## config.mk

```make
export PLATFORM = sky130hd
export DESIGN_NAME = grc_front
export DESIGN_NICKNAME = d
export VERILOG_FILES = /design/src/hw/rtl/grid_ray_caster_column_assert.svh /design/src/hw/rtl/grc_pkg.sv /design/src/hw/rtl/grc_front.sv
export SDC_FILE = /design/constraint.sdc
export NUM_CORES = 1
export LEC_CHECK = 0
export ABC_AREA = 1
export ABC_CLOCK_PERIOD_IN_PS = 4200
export BUFFER_PORTS_ARGS = -buffer_cell sky130_fd_sc_hd__buf_2
export CORE_UTILIZATION = 41
export DETAILED_ROUTE_END_ITERATION = 8
export PLACE_DENSITY = 0.65
export SYNTH_ARGS = -nofsm -noshare
export SYNTH_HDL_FRONTEND = slang
export SYNTH_SLANG_ARGS = --single-unit
```

## constraint.sdc

```tcl
create_clock -name i_clk -period 4.2 [get_ports i_clk]
set_clock_uncertainty 0.1 [all_clocks]
set_input_delay 0.42 -clock i_clk [delete_from_list [all_inputs] [get_ports i_clk]]
set_output_delay 0.42 -clock i_clk [all_outputs]
set_load 0.03 [all_outputs]
```

## src/hw/rtl/grid_ray_caster_column_assert.svh

```systemverilog
// Assertion macros for the grid ray caster column block.
// Included by the top level; no other dependencies.
`ifndef GRID_RAY_CASTER_COLUMN_ASSERT_SVH
`define GRID_RAY_CASTER_COLUMN_ASSERT_SVH

// same-cycle implication
`define GRC_ASSERT_IMPLY(label, clk, rst_n, ante, cons) \
    label: assert property (@(posedge clk) disable iff (!rst_n) (ante) |-> (cons)) \
        else $error("grc: same-cycle check failed");

// next-cycle implication
`define GRC_ASSERT_NEXT(label, clk, rst_n, ante, cons) \
    label: assert property (@(posedge clk) disable iff (!rst_n) (ante) |=> (cons)) \
        else $error("grc: next-cycle check failed");

`endif

```

## src/hw/rtl/grc_pkg.sv

```systemverilog
// Shared types, widths and constants of the grid ray caster column block.
// No dependencies.
package grc_pkg;

    localparam int SCREEN_WIDTH_DEF  = 320;
    localparam int SCREEN_HEIGHT_DEF = 240;
    localparam int MAP_WIDTH_DEF     = 64;
    localparam int MAP_HEIGHT_DEF    = 64;

    localparam int QUEUE_DEPTH = 2;

    localparam int N_W     = 25;
    localparam int RAY_W   = 28;
    localparam int SQ_W    = 2 * RAY_W + 2;
    localparam int ROOT_W  = SQ_W / 2;
    localparam int NUM_W   = 48;
    localparam int DEN_W   = 28;
    localparam int ACC_W   = 48;
    localparam int CRD_W   = 10;
    localparam int H_W     = 21;

    localparam logic [31:0] DELTA_MAX  = 32'hFFFF_FFFF;
    localparam logic [7:0]  SHADE_FULL = 8'd255;
    localparam logic [7:0]  SHADE_HALF = 8'd127;

    localparam logic REQ_WRITE = 1'b0;
    localparam logic REQ_CAST  = 1'b1;

    typedef enum logic [2:0] {
        CFG_PLAYER_X = 3'd0,
        CFG_PLAYER_Y = 3'd1,
        CFG_DIR_X    = 3'd2,
        CFG_DIR_Y    = 3'd3,
        CFG_PLANE_X  = 3'd4,
        CFG_PLANE_Y  = 3'd5
    } t_cfg_idx;

    typedef struct packed {
        logic       req_type;
        logic [5:0] cell_x;
        logic [5:0] cell_y;
        logic       is_wall;
        logic [8:0] screen_column;
    } t_in_item;

    typedef struct packed {
        logic [7:0]  slice_top;
        logic [7:0]  slice_bottom;
        logic [7:0]  shade;
        logic        hit_side;
        logic [5:0]  hit_cell_x;
        logic [5:0]  hit_cell_y;
        logic [15:0] wall_distance;
    } t_out_item;

    typedef struct packed {
        logic [15:0]        player_x;
        logic [15:0]        player_y;
        logic signed [15:0] view_dir_x;
        logic signed [15:0] view_dir_y;
        logic signed [15:0] camera_plane_x;
        logic signed [15:0] camera_plane_y;
    } t_cfg;

    localparam t_cfg CFG_RESET = '{
        player_x:       16'd0,
        player_y:       16'd0,
        view_dir_x:     16'sd16384,
        view_dir_y:     16'sd0,
        camera_plane_x: 16'sd0,
        camera_plane_y: 16'sd10813
    };

    typedef struct packed {
        logic clearing;
        logic res_valid;
    } t_back_status;

endpackage

```

## src/hw/rtl/grc_front.sv

```systemverilog
// Front end: accepts request beats, drops writes outside the map, queues the rest.
// Depends on grc_pkg.
module grc_front #(
    parameter int MAP_WIDTH  = grc_pkg::MAP_WIDTH_DEF,
    parameter int MAP_HEIGHT = grc_pkg::MAP_HEIGHT_DEF
) (
    input  logic              i_clk,
    input  logic              i_rst_n,
    input  logic              i_push,
    output logic              o_full,
    input  grc_pkg::t_in_item i_in_item,
    input  logic              i_block,
    output logic              o_cmd_valid,
    input  logic              i_cmd_ready,
    output grc_pkg::t_in_item o_cmd
);

    localparam int DEPTH = grc_pkg::QUEUE_DEPTH;
    localparam int PW    = $clog2(DEPTH);
    localparam int CW    = $clog2(DEPTH + 1);
    localparam logic [8:0] MW = 9'(MAP_WIDTH);
    localparam logic [8:0] MH = 9'(MAP_HEIGHT);

    grc_pkg::t_in_item r_mem [DEPTH];
    logic [PW-1:0] r_wp;
    logic [PW-1:0] r_rp;
    logic [CW-1:0] r_cnt;
    logic          keep;
    logic          enq;
    logic          deq;

    assign o_full      = (r_cnt == CW'(DEPTH)) || i_block;
    assign keep        = (i_in_item.req_type == grc_pkg::REQ_CAST)
                       || (({3'b0, i_in_item.cell_x} < MW) && ({3'b0, i_in_item.cell_y} < MH));
    assign enq         = i_push && !o_full && keep;
    assign o_cmd_valid = (r_cnt != '0);
    assign deq         = o_cmd_valid && i_cmd_ready;
    assign o_cmd       = r_mem[r_rp];

    always_ff @(posedge i_clk) begin
        if (!i_rst_n) begin
            r_wp  <= '0;
            r_rp  <= '0;
            r_cnt <= '0;
        end else begin
            if (enq) begin
                r_wp <= r_wp + PW'(1);
            end
            if (deq) begin
                r_rp <= r_rp + PW'(1);
            end
            if (enq && !deq) begin
                r_cnt <= r_cnt + CW'(1);
            end else if (deq && !enq) begin
                r_cnt <= r_cnt - CW'(1);
            end
        end
    end

    always_ff @(posedge i_clk) begin
        if (enq) begin
            r_mem[r_wp] <= i_in_item;
        end
    end

endmodule

```

---- Word-level counts from Yosys, hierarchy flattened ----
Memories as Yosys holds them, arrays and structs flattened. A register that Yosys moved wholly into a read port is not among the register bits.
Cells that the tools add are included.
cells by class
  bitwise gates (word level) .............. 0
  shift operators ......................... 0
  add/subtract/negate cells ............... 4
  reduce and logical (&&, ||, !) cells .... 10
  mux-type cells .......................... 6
  multipliers ............................. 0
  div/mod/pow operators ................... 0
  $lt $le $gt $ge ......................... 0
  equal/unequal tests ..................... 1
operator list
  cell                                                                count
  1-bit logical AND                                                   4
  1-bit 2-to-1 mux                                                    4
  2-bit 2-to-1 mux                                                    2
  2-bit nonzero test                                                  2
  1-bit zero test                                                     3
  1-bit adder, second input constant                                  2
  2-bit by 1-bit adder with 2-bit output, second input constant       1
  2-bit equality test, second input constant                          1
  2-bit by 1-bit subtractor with 2-bit output, second input constant  1
  1-bit logical OR                                                    1
storage, ports and cells
  word-level logic and storage cells ...... 25
  latch bits .............................. 0
  memories ................................ 1
  ROM bits ................................ 0
  flip-flop bits (word level) ............. 4
  RAM bits ................................ 46
memories
  name   words  bits a word  read ports  clocked after Yosys merged registers in  wr ports  line             text
  r_mem  2      23           1           1                                        1         grc_front.sv:24  grc_pkg::t_in_item r_mem [DEPTH];

---- Logic depth before layout (Yosys ltp) ----
  depth in word-level cells ............... 8
  gate-level depth with buffers ........... 11

---- Least setup slack after synthesis ----
No wires, ideal clock.
  path type ............................... input port to flip-flop
  start point ............................. input port i_block
  end point ............................... memory r_mem[0][0] in the netlist's numbering (enable)
  path buffers ............................ 0
  data required time ...................... 3.697 ns
  setup time .............................. 0.403 ns
  setup slack ............................. 2.102 ns
  cell stages on the path ................. 3
  arrival ................................. 1.595 ns
  path through ............................ inv_1 nand3_1 nor2_1
between the ends
  word-level cells in the longest chain between the ends .. 5
RTL lines
  what                                    line             text
  start: declaration                      grc_front.sv:12  input logic i_block,
  1-bit logical OR                        grc_front.sv:32  assign o_full = (r_cnt == CW'(DEPTH)) || i_block;
  1-bit zero test                         grc_front.sv:35  assign enq = i_push && !o_full && keep;
  1-bit logical AND                       grc_front.sv:35
  1-bit 2-to-1 mux                        grc_front.sv:61  if (enq) begin
  1-bit 2-to-1 mux (implied by the code)  grc_front.sv:62  r_mem[r_wp] <= i_in_item;
  end: declaration                        grc_front.sv:24
Every way passes these cells.

==> metrics.md <==
| Metric | Value |
|---|---|
| Seq/Total Area, Yosys | 77.1% |
| Clock Latency Late Sink | 0.29 ns |
| DRT Pass-1 Iters | 4 |
| FMAX | 0.413 GHz |
| Min Tclk post-route | 2.42 ns |
| Setup bufs post-CTS | 0 |
| Setup violators final | 0 |
| GP Congestion | 0.603 |
| RSZ-0062 raised after global routing | no |
| CTS Buf Count | 5 |
| Die W | 70.4 um |
| Yosys warns | 0 |
| Final setup TNS | 0 ns |
| Library cells used by synthesis | 13 |
| Nets | 198 |
| First-pass GRT wire length | 4970 um |
| Clock transition at path regs | 0.09 ns |
| CP Max Fanout | 23 |
| Slowest-stage cell, CP | dfxtp_1 |
| Pwr dens | 499 nW/um^2 |
| Buffers and inverters on the worst path | 1 |
| Crit path cell chain | mux2_2 > buf_2 |
| Clock Sinks | 51 |
| Area of the core | 4410 um^2 |
| Worst slew pin tran | 1.13 ns |
| N_diodes | 0 |
| Fin. Hold Viols | 0 |
| Detailed placement HPWL | 2140 um |
| Antenna-violating nets left | 0 |
| Port-buffer cells | 52 |
| Worst path arrival time | 1.90 ns |
| Overall Global Routing Usage | 13.2% |
| Vias in the first global route | 1117 |
| Fraction of layout cells with a size suffix above 1 | 48.8% |
| CTS tree | built |
| Syn Nets | 141 |
| Startpoint types | flip-flop |
| Vias per cell | 4.78 |
| Boundary pin count | 53 |
| Critical Path End Type | output port |
| Worst hold path type | primary input to flip-flop |
| Avg Cell Area, Syn | 17.1 um^2 |
| Yosys reg bits | 51 |
| Die area | 4960 um^2 |
| Number of hold buffers added after CTS | 0 |
| Worst path max stage delay | 0.99 ns |
| Crit Path Class | flip-flop to output port |
| Status | finished clean |
| H-Tree Depth | 2 |
| Leak | 0.905 nW |
| Slew margin rel. | 24.6% |
| Synth-to-Final Area Change | 20.5% |
| Die height | 70.4 um |
| Largest net degree at the start of global routing | 24 |
| GR Overflow Total | 0 |
| Root buffer cell | clkbuf_8 |
| Worst EP required | 3.68 ns |
| Detailed Route Iter0 Violations | 34 |
| Part of the cycle the worst path needs | 57.7% |
| Synth Cell Area | 1920 um^2 |
| Pins Over Slew Limit | 0 |
| WL final | 3130 um |
| Initial antenna violation count | 0 |
| Post-CTS Resized | 0 |
| Initial Util | 43.5% |
| DRC viols | 0 |
| Routed wire per std cell | 14.1 um |
| # Max-Cap Violations | 0 |
| Maximum vdd drop | 0.000231 V |
| CP delay by family, top | flip-flops |
| Gate Count Post-Synth | 112 |
| Layout Cells excl Fill | 222 |
| Cells after DPL | 214 |
| Clock tree buffer depth | 2 |
| Via Count | 1061 |
| FP Rows | 24 |
-- cells in the mapped netlist --
cell	count	area, um^2
edfxtp_1	46	1380
nor2_1	6	22.5
nand4_1	2	12.5
o21ai_0	1	5.00
a21oi_1	1	5.00
nand3_1	2	10.0
buf_6	2	22.5
nand2_1	11	41.3
o21a_1	1	7.51
mux2_2	23	259
ha_1	1	12.5
dfxtp_1	5	100
inv_1	11	41.3
-- power by group --
group | switching [mW] | internal [mW] | total, mW
Combinational | 0.163 | 0.0970 | 0.260
Sequential | 0.0296 | 0.593 | 0.622
Clock | 0.156 | 0.116 | 0.272
-- final cells by class --
type                       count  area [um^2]
sequential                    51         1480
inverter                      11         41.3
fill                         363         2100
multi-input combinational     48          378
clock buffer                   5         68.8
clock inverter                 3         20.0
tap                           52         65.1
timing repair buffer          52          260
-- cells by family (layout without fill, tap and decap cells) --
group	Yosys count	after routing	share of synthesized area, %
adder cells (fa/ha/maj)	1	1	0.651
flip-flops	51	51	77.1
multiplexers	23	23	13.5
AND/OR/NAND/NOR	21	21	4.49
buffers and inverters	13	71	3.32
AO/OA/AOI/OAI	3	3	0.912
-- sequential cells by signal (all words and copies together) (netlist names), named ones only --
register	cells
r_cnt	2
r_mem	46
r_rp	1
r_wp	1
-- worst register-to-register path, cell delays in order (launching register included) --
cell and delay, ns:
dfxtp_1 0.37, inv_1 0.10, nand2_1 0.11, nand3_1 0.13
nor2_2 0.87
-- worst paths after layout --
kind | startpoint | end | slack (ns) | cells after the start
hold reg to reg | r_rp | r_rp | 0.42 | 2
hold / removal | i_in_item[3] | r_mem[1][3] | 0.21 | 1
setup reg to reg | r_cnt[0] | r_mem[0][15] | 2.12 | 4
setup / recovery | flip-flop | o_cmd[2] | 1.78 | 2
-- stage by stage --
stage | setup slack, ns | utilization, % | power, mW | cell area, um^2 | hold slack [ns]
final | 1.78 | 52.4 | 1.15 | 2310 | 0.209
after global routing | 1.63 | 52.4 | 1.21 | 2310 | 0.191
after CTS | 1.73 | 52.4 | 1.17 | 2310 | 0.199
after detailed placement | 2.03 | 50.4 | 0.898 | 2230 | 0.390
after global placement | 2.06 | 50.4 | 0.888 | 2230 | 0.380
after floorplan | 2.10 | - | 0.827 | 1920 | 0.367
-- routing by layer --
| metal | part of all wire (%) | vias up | global-route usage [%] |
|---|---|---|---|
| met5 | 0 | - | 0 |
| met4 | 0.67 | 0 | 4.00 |
| met3 | 4.5 | 2 | 5.05 |
| met2 | 52 | 28 | 23.6 |
| met1 | 43 | 510 | 14.3 |
| li1 | - | 521 | - |
-- cell usage in the layout, fill, tap and decap left out --
cell,netlist,final
nand2_1,11,11
clkbuf_8,0,5
dfxtp_1,5,5
clkinv_4,0,1
nor2_1,6,5
edfxtp_1,46,46
inv_1,11,11
mux2_2,23,23
ha_1,1,1
buf_2,0,52
o21ai_0,1,1
a21oi_1,1,1
nand3_1,2,2
nand4_1,2,2
o21a_1,1,1
clkinvlp_4,0,1
clkinv_1,0,1
nor2_2,0,1
(Power assumes the default switching activity.)
